### src/rtl/dose_reference_normalizer_defines.svh
// Assertion helpers shared by the RTL of the dose reference normalizer.
`ifndef DOSE_REFERENCE_NORMALIZER_DEFINES_SVH
`define DOSE_REFERENCE_NORMALIZER_DEFINES_SVH

// Same-cycle implication, checked on every rising edge outside reset.
`define DRN_ASSERT_NOW(lbl, ante, cons, msg) \
    lbl: assert property (@(posedge i_clk) disable iff (!i_rst_n) (ante) |-> (cons)) \
        else $error(msg);

// Next-cycle implication, checked on every rising edge outside reset.
`define DRN_ASSERT_NEXT(lbl, ante, cons, msg) \
    lbl: assert property (@(posedge i_clk) disable iff (!i_rst_n) (ante) |=> (cons)) \
        else $error(msg);

`endif

### src/rtl/drn_pkg.sv
`timescale 1ns / 1ps

package drn_pkg;

    localparam int MAX_SAMPLES_DEF = 1024;
    localparam int FRAC_BITS_DEF   = 16;
    localparam int DOSE_W          = 32;
    localparam int IN_IDX_W        = 10;
    localparam int CFG_IDX_W       = 2;
    localparam int STATUS_W        = 2;

    localparam logic [CFG_IDX_W-1:0] CFG_METRIC = 2'd0;
    localparam logic [CFG_IDX_W-1:0] CFG_SIMUL  = 2'd1;
    localparam logic [CFG_IDX_W-1:0] CFG_STRUCT = 2'd2;
    localparam logic [CFG_IDX_W-1:0] CFG_PRESC  = 2'd3;

    localparam logic [1:0] METRIC_MAX  = 2'd0;
    localparam logic [1:0] METRIC_MEAN = 2'd1;
    localparam logic [1:0] METRIC_D90  = 2'd2;

    localparam logic [STATUS_W-1:0] STAT_OK       = 2'd0;
    localparam logic [STATUS_W-1:0] STAT_ZERO_REF = 2'd1;
    localparam logic [STATUS_W-1:0] STAT_EMPTY    = 2'd2;

    localparam logic OP_LOAD     = 1'b0;
    localparam logic OP_READ     = 1'b1;
    localparam logic KIND_REPORT = 1'b0;
    localparam logic KIND_DOSE   = 1'b1;

    localparam logic [3:0] TENTH_WRAP = 4'd9;

    typedef enum logic [3:0] {
        ST_IDLE,
        ST_FIN,
        ST_SHIFT,
        ST_DIV_MEAN,
        ST_REF,
        ST_DIV_SCALE,
        ST_REPORT,
        ST_RD_MUL,
        ST_RD_OUT
    } t_state;

    typedef struct packed {
        logic              clr;
        logic              ins;
        logic              shift;
        logic [DOSE_W-1:0] v;
    } t_chain_ctl;

endpackage

### src/rtl/drn_divider.sv
`timescale 1ns / 1ps

module drn_divider import drn_pkg::*; #(
    parameter int DIVW = 48,
    parameter int DSW  = DOSE_W
) (
    input  logic            i_clk,
    input  logic            i_rst_n,
    input  logic            i_start,
    input  logic [DIVW-1:0] i_dividend,
    input  logic [DSW-1:0]  i_divisor,
    output logic            o_done,
    output logic [DIVW-1:0] o_quotient
);

    localparam int CW = $clog2(DIVW + 1);

    logic            r_run;
    logic [CW-1:0]   r_cnt;
    logic [DIVW-1:0] r_quo;
    logic [DSW-1:0]  r_rem;
    logic [DSW-1:0]  r_div;

    logic [DSW:0] rem_sh;
    logic [DSW:0] diff;
    logic         ge;

    // restoring division, one quotient bit a cycle
    assign rem_sh = {r_rem, r_quo[DIVW-1]};
    assign ge     = rem_sh >= {1'b0, r_div};
    assign diff   = rem_sh - {1'b0, r_div};
    assign o_done = r_run && (r_cnt == '0);
    assign o_quotient = r_quo;

    always_ff @(posedge i_clk) begin
        if (!i_rst_n) begin
            r_run <= 1'b0;
            r_cnt <= '0;
        end else if (i_start) begin
            r_run <= 1'b1;
            r_cnt <= CW'(DIVW);
        end else if (r_run) begin
            if (r_cnt == '0) begin
                r_run <= 1'b0;
            end else begin
                r_cnt <= r_cnt - 1'b1;
            end
        end
    end

    always_ff @(posedge i_clk) begin
        if (i_start) begin
            r_quo <= i_dividend;
            r_rem <= '0;
            r_div <= i_divisor;
        end else if (r_run && (r_cnt != '0)) begin
            r_rem <= ge ? diff[DSW-1:0] : rem_sh[DSW-1:0];
            r_quo <= {r_quo[DIVW-2:0], ge};
        end
    end

endmodule

### config.mk
export PLATFORM = sky130hd
export DESIGN_NAME = drn_divider
export DESIGN_NICKNAME = d
export VERILOG_FILES = /design/src/rtl/dose_reference_normalizer_defines.svh /design/src/rtl/drn_pkg.sv /design/src/rtl/drn_divider.sv
export SDC_FILE = /design/constraint.sdc
export NUM_CORES = 1
export LEC_CHECK = 0
export BUFFER_PORTS_ARGS = -buffer_cell sky130_fd_sc_hd__buf_2
export CORE_ASPECT_RATIO = 1.1
export CORE_MARGIN = 5
export CORE_UTILIZATION = 60
export CTS_CLUSTER_SIZE = 14
export DETAILED_ROUTE_END_ITERATION = 8
export PLACE_DENSITY = 0.87
export SLEW_MARGIN = 30
export SYNTH_ARGS = -nofsm -noshare
export SYNTH_HDL_FRONTEND = slang
export SYNTH_SLANG_ARGS = --single-unit
### constraint.sdc
create_clock -name i_clk -period 6.05 [get_ports i_clk]
set_clock_uncertainty 0.05 [all_clocks]
set_input_delay 0.605 -clock i_clk [delete_from_list [all_inputs] [get_ports i_clk]]
set_output_delay 0.605 -clock i_clk [all_outputs]
set_load 0.02 [all_outputs]
Word-level counts from Yosys, hierarchy flattened
Cells that the tools add are included.
- reductions and logical operators: 9
- eq/ne operators: 1
- bitwise logic cells: 2
- multiplexer cells: 9
- order comparisons: 1
- add/sub/neg operators: 2
- operators by type and width (cell ; count):
    48-bit 2-to-1 mux ; 2
    33-bit by 32-bit >= comparator with 1-bit output ; 1
    32-bit 2-to-1 mux ; 1
    32-bit subtractor ; 1
    6-bit 2-to-1 mux ; 3
    6-bit logical NOT ; 1
    6-bit nonzero test ; 1
    6-bit by 1-bit subtractor with 6-bit output (second input constant) ; 1
    2-bit AND reduction ; 2
    2-bit nonzero test ; 2
    1-bit 2-to-1 mux ; 3
    1-bit logical AND ; 2
    2-bit inequality test (second input constant) ; 1
    1-bit NOT ; 2
    2-bit OR reduction ; 1
- flip-flop bits (word level): 119
- output and inout port bits: 49
- input bits: 83

Longest topological paths before layout
Gate-level depths: netlist of run 1.
- depth in word-level cells: 4
- depth in mapped cells: 12
- depth with buffers taken out: 11

Worst setup path before layout of run 1
No wires, ideal clock.
- path kind: reg2reg
- from: register r_quo[47], in the netlist o_quotient[47]
- to: register r_rem[16]
- data arrival time: 2.806 ns
- clock period less this slack: 2.944 ns
- cell stages (with the launch flop): 12
- setup slack: 3.106 ns
- setup time: 0.088 ns
- cell sequence: edfxtp_1 > inv_1 > ha_1 > fa_1 > nor2b_1 > o2111ai_1 > a211o_1 > nand2_1 > a21oi_1 > or3b_2 > a31o_2 > a311oi_2
- cells in the longest elaborated chain, start to end: 2
- elaborated cells on any way between the ends: 3
- ends and longest elaborated chain (element ; line ; RTL):
    start: declaration ; drn_divider.sv:20 ; logic [DIVW-1:0] r_quo;
    start signal: assignment ; drn_divider.sv:53 ; r_quo <= i_dividend;
    start signal: assignment ; drn_divider.sv:58 ; r_quo <= {r_quo[DIVW-2:0], ge};
    32-bit subtractor or 33-bit by 32-bit >= comparator with 1-bit output (tied branches) ; drn_divider.sv:31, drn_divider.sv:30 ;
    32-bit 2-to-1 mux * ; drn_divider.sv:57 ; r_rem <= ge ? diff[DSW-1:0] : rem_sh[DSW-1:0];
    end signal: assignment ; drn_divider.sv:57 ;
    end: declaration ; drn_divider.sv:21 ; logic [DSW-1:0] r_rem;
Mark *: on every way between the ends. The rest lies on a longest branch, timed or not.
A chain may end at the register's enable or synchronous reset.

Worst setup path in the final report of run 1
- from: register r_div[10]
- to: register r_rem[15]
- cells in the longest elaborated chain, start to end: 2
- elaborated cells on any way between the ends: 3
- ends and longest elaborated chain (element ; line ; RTL):
    start: declaration ; drn_divider.sv:22 ; logic [DSW-1:0] r_div;
    start signal: assignment ; drn_divider.sv:55 ; r_div <= i_divisor;
    32-bit subtractor or 33-bit by 32-bit >= comparator with 1-bit output (tied branches) ; drn_divider.sv:31, drn_divider.sv:30 ;
    32-bit 2-to-1 mux * ; drn_divider.sv:57 ;
Marks and branches as above.

==> results by group, run 1 <==
Synthesis
  – Yosys reg bits: 119
  – Mapped cell area: 0.006713 mm²
  – Post-synthesis mux area share: 9.692%
  – Simple-gate share of the synthesized area: 11.71%
  – Compound-Gate Fraction of Synth Area: 16.29%
  – Number of synthesized flops with an enable pin: 80
  – Syn Nets: 738
  – Largest family of logic cells by synthesized area: compound AO/OA/AOI/OAI gates
  – Area share of fa/ha/maj cells after synthesis: 6.636%
  – Post-synth top flop: edfxtp_1
  – Synth cell types: 66
  – Area contributors post-synth: edfxtp_1, dfxtp_1, mux2_2, ha_1, nand2_1
  – Post-Syn Instances: 620
  – Sequential fraction of the synthesis area: 47.42%
  – Ys async rst share: 0%
  – Post-Synth XOR/XNOR Area: 3.523%
  – Post-synth top area share: 35.79%
  – Yosys top cell by area: edfxtp_1
  – Yosys warns: 0
  – Top post-synthesis cells by count: edfxtp_1, nand2_1, mux2_2, inv_1, dfxtp_1
  – Most frequent cell after synthesis: edfxtp_1
  – Syn avg cell area: 10.83 µm²

Floorplan
  – Standard-cell rows: 40
  – Top Ports: 132
  – Core area: 0.01096 mm²
  – Die W: 110.9 µm
  – Initial Util: 61.24%
  – Die area: 0.01341 mm²
  – Die Height: 120.9 µm

Timing
  – Rel. slew slack: 46.93%
  – TNS Setup: 0 ns
  – Final setup violation count: 0
  – Tcrit/Tclk final: 55.94%
  – Final Hold Viols: 0
  – Setup ws final: 2.666 ns
  – Pins over their slew limit: 0
  – Max Clk Rate: 295.5 MHz
  – Fin crit period: 3.384 ns
  – Slew @ Worst Pin: 0.7961 ns
  – RSZ-0062 raised after global routing: false

Worst setup path
  – Worst path arrival time: 3.66 ns
  – Crit Path Category: flip-flop to flip-flop
  – Worst EP required: 6.32 ns
  – R2r setup slk: 2.67 ns
  – Highest fanout seen on the critical path: 21
  – CP Capture Type: flip-flop
  – Startpoint type of the worst setup path: flip-flop

Clock tree
  – CTS sink cnt: 119
  – Clk Latency, worst-skew pair: 0.41 ns
  – CTS tree: done
  – Clock-pin transition on the worst setup and hold timing paths: 0.05 ns
  – CTS H-tree depth: 4
  – Root Driver: clkbuf_16
  – Post-CTS setup repair buffer count: 0
  – Resize count post-CTS: 0
  – Clock Path Buffers: 2
  – Cts hold-fix bufs: 0
  – Cts bufs inserted: 17

Placed design
  – RePlAce Congestion: 0.9256
  – Area after DPL: 0.007428 mm²
  – HPWL after DPL: 11170 µm
  – # port buffers: 131
  – Pre-CTS WS: 2.739 ns
  – Placed cells: 871

Finish
  – Multi-input logic area: 0.003219 mm²
  – Layout area overhead: 18.77%
  – ANT cells: 0
  – Nets@finish: 861
  – Share of cells above drive strength 1: 29.89%
  – Non-Filler Instances: 903
  – # fillers: 743
  – Final Cell Area: 0.007973 mm²
  – Register Area: 0.003183 mm²

Global route
  – Largest net degree at the start of global routing: 91
  – Initial antenna violation count: 0
  – Gr ovfl total: 0
  – First-pass GRT wire length: 25540 µm
  – Vias in the first global route: 5367
  – Global Route Usage Sum: 23.89%

Power
  – P_leak: 3.394 nW
  – PwrDens: 307.0 mW/mm²
  – Maximum VDD drop: 205.7 µV

Hold path
  – Worst Hold Class: input port to flip-flop

Detailed routing
  – Vias per std cell: 5.808
  – Routed length per instance: 17.68 µm
  – Post-Route WL: 15960 µm
  – Initial DRC Count: 426
  – 1st-pass router iterations: 5
  – DR DRC count: 0
  – Via count: 5245
  – Antenna viol nets, final: 0

Run status
  – Status: completed

Job
  – Max cap viols: 0
==> state kept, by name, indices dropped and copies added (netlist names) <==
register	cells
o_quotient	48
r_cnt	6
r_div	32
r_rem	32
r_run	1
==> cell type report <==
class	instances	area share [%]
inverter	42	1.977
timing repair buffer	134	8.584
sequential	119	39.92
tap	147	2.307
clock inverter	4	0.5964
multi-input combinational	429	40.38
clock buffer	28	6.230
==> worst max-delay path: stages, from the launching register on <==
cell       delay (ns)
edfxtp_1         0.32
inv_1            0.04
ha_1             0.42
nand4_1          0.18
nor3_2           0.31
a21boi_4         0.26
o31ai_4          0.13
a2111oi_4        0.53
o21a_4           0.45
nand2_1          0.34
o22ai_1          0.27
==> cell usage in the layout (no fill, tap or decap), drive strengths merged, types with 4 or more instances in the layout <==
cell,n
nor2b,6
buf,134
and2,10
dfxtp,39
mux2,48
xnor2,16
nor2,37
o21a,5
o22ai,6
edfxtp,80
xor2,11
nand4,7
and3,9
a31oi,11
nor3,11
a211oi,13
o31ai,4
mux2i,11
inv,41
nand2,50
nand3,11
clkbuf,28
a21oi,34
o21ai,17
a21o,16
a21boi,5
ha,34
a311oi,10
==> path summary, 6_finish.rpt <==
path	start	to	cells after the start
max	r_div[10]$_DFFE_PP_	r_rem[15]$_SDFFE_PP0P_	10
min	i_divisor[12]	r_div[12]$_DFFE_PP_	1
max reg2reg	r_div[10]$_DFFE_PP_	r_rem[15]$_SDFFE_PP0P_	10
min reg2reg	r_rem[17]$_SDFFE_PP0P_	r_rem[17]$_SDFFE_PP0P_	2
==> cell families after synthesis <==
logic type | count (synthesis)
adders and majority gates | 35
muxes | 59
and+or+nand+nor | 161
buffers and inverters | 72
AOI/OAI and AO/OA | 147
xor gates and xnor gates | 27
DFF | 119
==> power by group <==
part	total [W]	internal, W	switching [W]
Combinational	0.000513	0.000205	0.000308
Clock	0.000933	0.000596	0.000338
Sequential	0.00100	0.000959	0.0000423
Total	0.00245	0.00176	0.000688
==> metal layers <==
metal / global-route usage (%) / up-vias / wire length (µm)
met1: 28.07 / 2459 / 6488
met5: 0 / - / 0
met4: 12.24 / 0 / 422
met2: 39.23 / 205 / 7668
met3: 7.880 / 31 / 1382
li1: - / 2550 / -
==> per-stage QoR <==
step | power, W | hold slack, ns | utilization [%]
floorplan | 0.001379 | 0.3989 | -
global placement | 0.001496 | 0.4137 | 67.67
detailed placement | 0.001518 | 0.4247 | 67.77
CTS | 0.002456 | 0.3005 | 72.74
global route | 0.002554 | 0.2970 | 72.74
finish | 0.002448 | 0.3164 | 72.74
Power figures use the tool's default switching activity.
==> run 2, diff against run 1 <==
--- a/config.mk
+++ b/config.mk
@@ -8,10 +8,10 @@
 export BUFFER_PORTS_ARGS = -buffer_cell sky130_fd_sc_hd__buf_2
 export CORE_ASPECT_RATIO = 1.1
 export CORE_MARGIN = 5
-export CORE_UTILIZATION = 60
+export CORE_UTILIZATION = 56
 export CTS_CLUSTER_SIZE = 14
 export DETAILED_ROUTE_END_ITERATION = 8
-export PLACE_DENSITY = 0.87
+export PLACE_DENSITY = 0.82
 export SLEW_MARGIN = 30
 export SYNTH_ARGS = -nofsm -noshare
 export SYNTH_HDL_FRONTEND = slang
==> constraint.sdc (replaced) <==
create_clock -name i_clk -period 3.2 [get_ports i_clk]
set_clock_uncertainty 0.05 [all_clocks]
set_input_delay 0.32 -clock i_clk [delete_from_list [all_inputs] [get_ports i_clk]]
set_output_delay 0.32 -clock i_clk [all_outputs]
set_load 0.02 [all_outputs]
==> results by group, run 2 (synthesized netlist as in run 1, its figures left out) <==
Global route
  – Largest net degree at the start of global routing: 94 (was 91)
  – First-pass GRT wire length: 26140 µm (was 25540 µm)
  – Vias in the first global route: 5487 (was 5367)
  – Global Route Usage Sum: 22.73% (was 23.89%)
  – Gr ovfl total: 0 (unchanged)
  – Initial antenna violation count: 0 (unchanged)

Timing
  – TNS Setup: 0 ns (unchanged)
  – RSZ-0062 raised after global routing: false (unchanged)
  – Rel. slew slack: 55.07% (was 46.93%)
  – Tcrit/Tclk final: 94.42% (was 55.94%)
  – Fin crit period: 3.021 ns (was 3.384 ns)
  – Hold Worst Slack: 0.02701 ns (was 0.3164 ns)
  – Slew @ Worst Pin: 0.6653 ns (was 0.7961 ns)
  – Max Clk Rate: 331.0 MHz (was 295.5 MHz)
  – Final setup violation count: 0 (unchanged)
  – Final Hold Viols: 0 (unchanged)
  – Pins over their slew limit: 0 (unchanged)

Worst setup path
  – R2r setup slk: 0.18 ns (was 2.67 ns)
  – CP Capture Type: flip-flop (unchanged)
  – Highest fanout seen on the critical path: 6 (was 21)
  – Worst EP required: 3.47 ns (was 6.32 ns)
  – Crit Path Category: flip-flop to flip-flop (unchanged)
  – Worst path arrival time: 3.29 ns (was 3.66 ns)
  – Startpoint type of the worst setup path: flip-flop (unchanged)

Detailed routing
  – Met2 WL: 7799 µm (was 7668 µm)
  – Post-Route WL: 15700 µm (was 15960 µm)
  – Met3 WL post-DR: 1229 µm (was 1382 µm)
  – Via count: 5273 (was 5245)
  – Metal-1 WL: 6370 µm (was 6488 µm)
  – Max Used Layer: met4 (unchanged)
  – Initial DRC Count: 374 (was 426)
  – Routed length per instance: 17.10 µm (was 17.68 µm)
  – DR DRC count: 0 (unchanged)
  – 1st-pass router iterations: 5 (unchanged)
  – Vias per std cell: 5.744 (was 5.808)
  – Antenna viol nets, final: 0 (unchanged)

Clock tree
  – Cts bufs inserted: 17 (unchanged)
  – CTS sink cnt: 119 (unchanged)
  – CTS tree: done (unchanged)
  – Root Driver: clkbuf_16 (unchanged)
  – CTS H-tree depth: 4 (unchanged)
  – Cts hold-fix bufs: 0 (unchanged)
  – Clock Path Buffers: 2 (unchanged)
  – Clock-pin transition on the worst setup and hold timing paths: 0.06 ns (was 0.05 ns)
  – Clk Latency, worst-skew pair: 0.41 ns (about the same)

Finish
  – Max reg flops: 48 (unchanged)
  – Nets@finish: 870 (was 861)
  – Most common cell after layout, fill and taps aside: buf_2 (unchanged)
  – Non-Filler Instances: 918 (was 903)
  – Most frequent cells in the layout: buf_2, edfxtp_1, nand2_1 (unchanged)
  – ANT cells: 0 (unchanged)
  – Share of cells above drive strength 1: 32.20% (was 29.89%)
  – # fillers: 903 (was 743)
  – Layout area overhead: 21.19% (was 18.77%)

Power
  – Final Power: 0.004774 W (was 0.002448 W)
  – PwrDens: 586.9 mW/mm² (was 307.0 mW/mm²)
  – Maximum VDD drop: 416.9 µV (was 205.7 µV)
  – P_leak: 3.463 nW (was 3.394 nW)

Floorplan
  – Initial Util: 56.52% (was 61.24%)
  – Die Height: 124.8 µm (was 120.9 µm)
  – Standard-cell rows: 42 (was 40)
  – Die W: 114.4 µm (was 110.9 µm)
  – Top Ports: 132 (unchanged)
  – Die area: 0.01428 mm² (was 0.01341 mm²)
  – Core area: 0.01188 mm² (was 0.01096 mm²)

Run status
  – Status: completed (unchanged)

Placed design
  – HPWL after DPL: 11370 µm (was 11170 µm)
  – # port buffers: 131 (unchanged)
  – Placed cells: 886 (was 871)
  – RePlAce Congestion: 0.9266 (was 0.9256)

Hold path
  – Worst Hold Class: input port to flip-flop (unchanged)

Job
  – Max cap viols: 0 (unchanged)
run 2: changes by cell type in the layout (fill, tap and decap cells not counted), moves of 2 or more:
cell | before | now
clkinv_1 | 1 | 3
clkbuf_1 | 8 | 1
ha_2 | 0 | 3
clkbuf_8 | 3 | 0
bufinv_16 | 1 | 3
buf_4 | 3 | 11
clkinvlp_4 | 1 | 3
clkinv_4 | 0 | 2
ha_1 | 34 | 31
buf_12 | 0 | 2
run 2: path summary, 6_finish.rpt:
kind / start / depth (start not counted) / to
setup / recovery: r_rem[5]$_SDFFE_PP0P_ / 9 / r_rem[26]$_SDFFE_PP0P_
hold / removal: i_divisor[3] / 1 / r_div[3]$_DFFE_PP_
hold reg to reg: r_rem[17]$_SDFFE_PP0P_ / 2 / r_rem[17]$_SDFFE_PP0P_
setup reg to reg: r_rem[5]$_SDFFE_PP0P_ / 9 / r_rem[26]$_SDFFE_PP0P_
run 2: timing repair:
| item | 4_1_cts | 5_1_grt |
|---|---|---|
| gates resized for setup | 0 | 9 |
| endpoints found under the setup margin | 0 | 14 |
| setup buffers | 0 | 1 |
run 2: cell type report:
class	count	area [µm²]	area share, %
timing repair buffer	143	773.2	9.505
inverter	42	157.7	1.938
clock buffer	18	429.2	5.275
clock inverter	13	156.4	1.922
tap	154	192.7	2.369
multi-input combinational	429	3243	39.86
sequential	119	3183	39.13
run 2: critical path, stage by stage (launching register included):
cell and delay [ns]:
dfxtp_1 0.33, ha_1 0.39, a21o_1 0.23, a221oi_1 0.44, a211o_1 0.25, a21boi_1 0.12, a211oi_1 0.54, o21a_1 0.21
o21ai_1 0.09, a311oi_1 0.28
run 2: metal layers:
| metal | GRT usage (%) | vias up |
|---|---|---|
| li1 | - | 2562 |
| met1 | 27.03 | 2509 |
| met2 | 37.82 | 177 |
| met3 | 8.163 | 25 |
| met4 | 7.617 | 0 |
| met5 | 0 | - |
run 2: where the power goes:
group	total [W]	internal, W	switching (W)
Clock	0.00190	0.00121	0.000683
Combinational	0.000990	0.000406	0.000584
Sequential	0.00189	0.00181	0.0000769
Total	0.00477	0.00343	0.00134
run 2: stage by stage:
stage               setup WS, ns  utilization [%]  area [µm²]
CTS                       0.1446            68.17        8097
global placement          0.2717            63.24        7511
finish                    0.1787            68.50        8135
floorplan                 0.2558                -        6713
detailed placement        0.1771            63.24        7511
global route            0.006807            68.50        8135
==> run 3, diff against run 2 <==
--- a/config.mk
+++ b/config.mk
@@ -12,7 +12,8 @@
 export CTS_CLUSTER_SIZE = 14
 export DETAILED_ROUTE_END_ITERATION = 8
 export PLACE_DENSITY = 0.82
-export SLEW_MARGIN = 30
+export RECOVER_POWER = 25
+export SLEW_MARGIN = 20
 export SYNTH_ARGS = -nofsm -noshare
 export SYNTH_HDL_FRONTEND = slang
 export SYNTH_SLANG_ARGS = --single-unit
==> results by group, run 3 (synthesized netlist as in run 1, its figures left out) <==
Run status
  – Status: completed (unchanged)

Finish
  – Share of cells above drive strength 1: 31.94% (was 32.20%)
  – Most common cell after layout, fill and taps aside: buf_2 (unchanged)
  – Final core utilization: 68.35% (was 68.50%)
  – Layout area overhead: 20.93% (was 21.19%)
  – Most frequent cells in the layout: buf_2, edfxtp_1, nand2_1 (unchanged)
  – # fillers: 905 (was 903)
  – Max reg flops: 48 (unchanged)
  – ANT cells: 0 (unchanged)
  – Nets@finish: 870 (unchanged)

Detailed routing
  – Post-Route WL: 15700 µm (about the same)
  – Initial DRC Count: 369 (was 374)
  – 1st-pass router iterations: 6 (was 5)
  – Vias per std cell: 5.745 (was 5.744)
  – Via count: 5274 (was 5273)
  – Routed length per instance: 17.10 µm (about the same)
  – DR DRC count: 0 (unchanged)
  – Antenna viol nets, final: 0 (unchanged)

Clock tree
  – Root Driver: clkbuf_16 (unchanged)
  – Clock Path Buffers: 2 (unchanged)
  – Cts bufs inserted: 17 (unchanged)
  – Clock-pin transition on the worst setup and hold timing paths: 0.06 ns (about the same)
  – CTS H-tree depth: 4 (unchanged)
  – CTS tree: done (unchanged)
  – CTS sink cnt: 119 (unchanged)
  – Clk Latency, worst-skew pair: 0.41 ns (about the same)

Worst setup path
  – Crit Path Category: flip-flop to flip-flop (unchanged)
  – CP Capture Type: flip-flop (unchanged)
  – Reg2reg path depth: 10 (was 9)
  – Slowest-stage cell, CP: o41ai_1 (was a211oi_1)
  – Highest fanout seen on the critical path: 11 (was 6)
  – CP cell instances: inv_1 -> ha_1 -> and2_1 -> a2111oi_2 -> o41ai_1 -> or3_1 -> o21ai_2 -> buf_4 -> a31o_2 -> a311oi_2 (was ha_1 -> a21o_1 -> a221oi_1 -> a211o_1 -> a21boi_1 -> a211oi_1 -> o21a_1 -> o21ai_1 -> a311oi_1)
  – Largest stage delay, worst path: 0.66 ns (was 0.54 ns)
  – RR Endpoint: r_rem[16]$_SDFFE_PP0P_ (was r_rem[26]$_SDFFE_PP0P_)
  – Startpoint type of the worst setup path: flip-flop (unchanged)
  – Worst R2R Start: r_div[24]$_DFFE_PP_ (was r_rem[5]$_SDFFE_PP0P_)
  – Worst path arrival time: 3.28 ns (was 3.29 ns)
  – Worst EP required: 3.45 ns (was 3.47 ns)
  – R2r setup slk: 0.17 ns (was 0.18 ns)

Hold path
  – WHS Path Cells: 1 (unchanged)
  – Min-Delay Endpoint: r_div[1]$_DFFE_PP_ (was r_div[3]$_DFFE_PP_)
  – Hold_sp: i_divisor[1] (was i_divisor[3])
  – Worst Hold Class: input port to flip-flop (unchanged)

Timing
  – Slew @ Worst Pin: 1.219 ns (was 0.6653 ns)
  – Max Clk Rate: 330.0 MHz (was 331.0 MHz)
  – Pins over their slew limit: 0 (unchanged)
  – RSZ-0062 raised after global routing: false (unchanged)
  – Tcrit/Tclk final: 94.70% (was 94.42%)
  – Fin crit period: 3.031 ns (was 3.021 ns)
  – Final setup violation count: 0 (unchanged)
  – Rel. slew slack: 18.74% (was 55.07%)
  – Final Hold Viols: 0 (unchanged)
  – TNS Setup: 0 ns (unchanged)

Floorplan
  – Die Height: 124.8 µm (unchanged)
  – Die area: 0.01428 mm² (unchanged)
  – Core area: 0.01188 mm² (unchanged)
  – Top Ports: 132 (unchanged)
  – Initial Util: 56.52% (unchanged)
  – Standard-cell rows: 42 (unchanged)
  – Die W: 114.4 µm (unchanged)

Power
  – PwrDens: 587.9 mW/mm² (was 586.9 mW/mm²)
  – Sw Ratio: 28.14% (was 28.15%)
  – Sw Pwr: 0.001343 W (was 0.001344 W)
  – P_leak: 3.452 nW (was 3.463 nW)
  – Maximum VDD drop: 416.9 µV (about the same)
  – Internal power: 0.003429 W (was 0.003430 W)
  – Clock power frac: 39.7% (about the same)
  – Share of power burned in registers: 39.6% (was 39.5%)
  – Comb pwr share: 20.7% (about the same)

Global route
  – M3 GR Usage: 8.163% (unchanged)
  – Global Route Usage Sum: 22.73% (unchanged)
  – First-pass GRT wire length: 26140 µm (unchanged)
  – Met2 GRT Util: 37.82% (unchanged)
  – Most Crowded Layer GR: met2 (unchanged)
  – Grt met1 use: 27.03% (unchanged)
  – Gr ovfl total: 0 (unchanged)
  – Largest net degree at the start of global routing: 94 (unchanged)
  – Initial antenna violation count: 0 (unchanged)
  – Vias in the first global route: 5487 (unchanged)

Placed design
  – RePlAce Congestion: 0.9266 (unchanged)
  – HPWL after DPL: 11370 µm (unchanged)
  – # port buffers: 131 (unchanged)

Job
  – Max cap viols: 0 (unchanged)
[run 3: changes by cell type in the layout (fill, tap and decap cells not counted)]
cell,change
clkbuf_4,+1
buf_2,-1
clkbuf_1,+2
buf_12,-1
buf_4,-1
[run 3: worst max-delay path by stage]
stage                                         from                     end  slack, ns
after floorplan           o_quotient[47]$_DFFE_PP_  r_rem[16]$_SDFFE_PP0P_       0.26
after global placement    o_quotient[47]$_DFFE_PP_  r_rem[16]$_SDFFE_PP0P_       0.27
after detailed placement       r_div[10]$_DFFE_PP_   r_rem[2]$_SDFFE_PP0P_       0.18
after CTS                      r_div[10]$_DFFE_PP_  r_rem[16]$_SDFFE_PP0P_       0.14
after global routing         r_rem[5]$_SDFFE_PP0P_  r_rem[30]$_SDFFE_PP0P_      0.007
final                          r_div[24]$_DFFE_PP_  r_rem[16]$_SDFFE_PP0P_       0.17
[run 3: routing by layer]
layer	share of wire, %	wire, µm	up-vias
met5	0	0	-
met4	1.9	295	0
met3	7.8	1229	25
met2	50	7807	177
met1	41	6369	2510
li1	-	-	2562
[run 3: metrics by stage]
stage	area [µm²]	worst slack, ns	cells	power (W)	hold slack [ns]
6_report	8118	0.1694	918	0.004772	0.02700
5_1_grt	8118	0.006807	918	0.004996	0.01075
3_5_place_dp	7511	0.1771	886	0.002890	0.4229
4_1_cts	8097	0.1446	917	0.004787	0.01535
3_3_place_gp	7511	0.2717	886	0.002862	0.4131
2_1_floorplan	6713	0.2558	620	0.002608	0.3689
[run 3: what timing repair did]
item                                   CTS  global route
buffers inserted                         0             1
setup endpoints to repair                0            14
resized for setup                        0             9
endpoints found under the hold margin    0             0
hold buffers                             0             0
[run 3: area by class of cell]
cell class	count	area [µm²]	area share (%)
inverters	42	157.7	1.942
flip-flops and latches	119	3183	39.21
repair buffers	143	755.7	9.309
well taps	154	192.7	2.374
clock buffers	18	429.2	5.287
clock inverters	13	156.4	1.927
multi-input cells	429	3243	39.95
[run 3: power by group through the flow]
stage	Clock, W	Sequential (W)	Combinational, W
after detailed placement	0	0.00192	0.000975
after CTS	0.00192	0.00189	0.000980
after global routing	0.00200	0.00191	0.00109
final	0.00190	0.00189	0.000988
after floorplan	0	0.00199	0.000618
after global placement	0	0.00191	0.000952
[run 3: worst max-delay path: cells and delay by family, from the launching register on]
family	cells	cell delay, ns
compound gates	5	1.35
fa+ha+maj	1	0.39
buf+inv	2	0.24
flops	1	0.32
simple gates	2	0.57
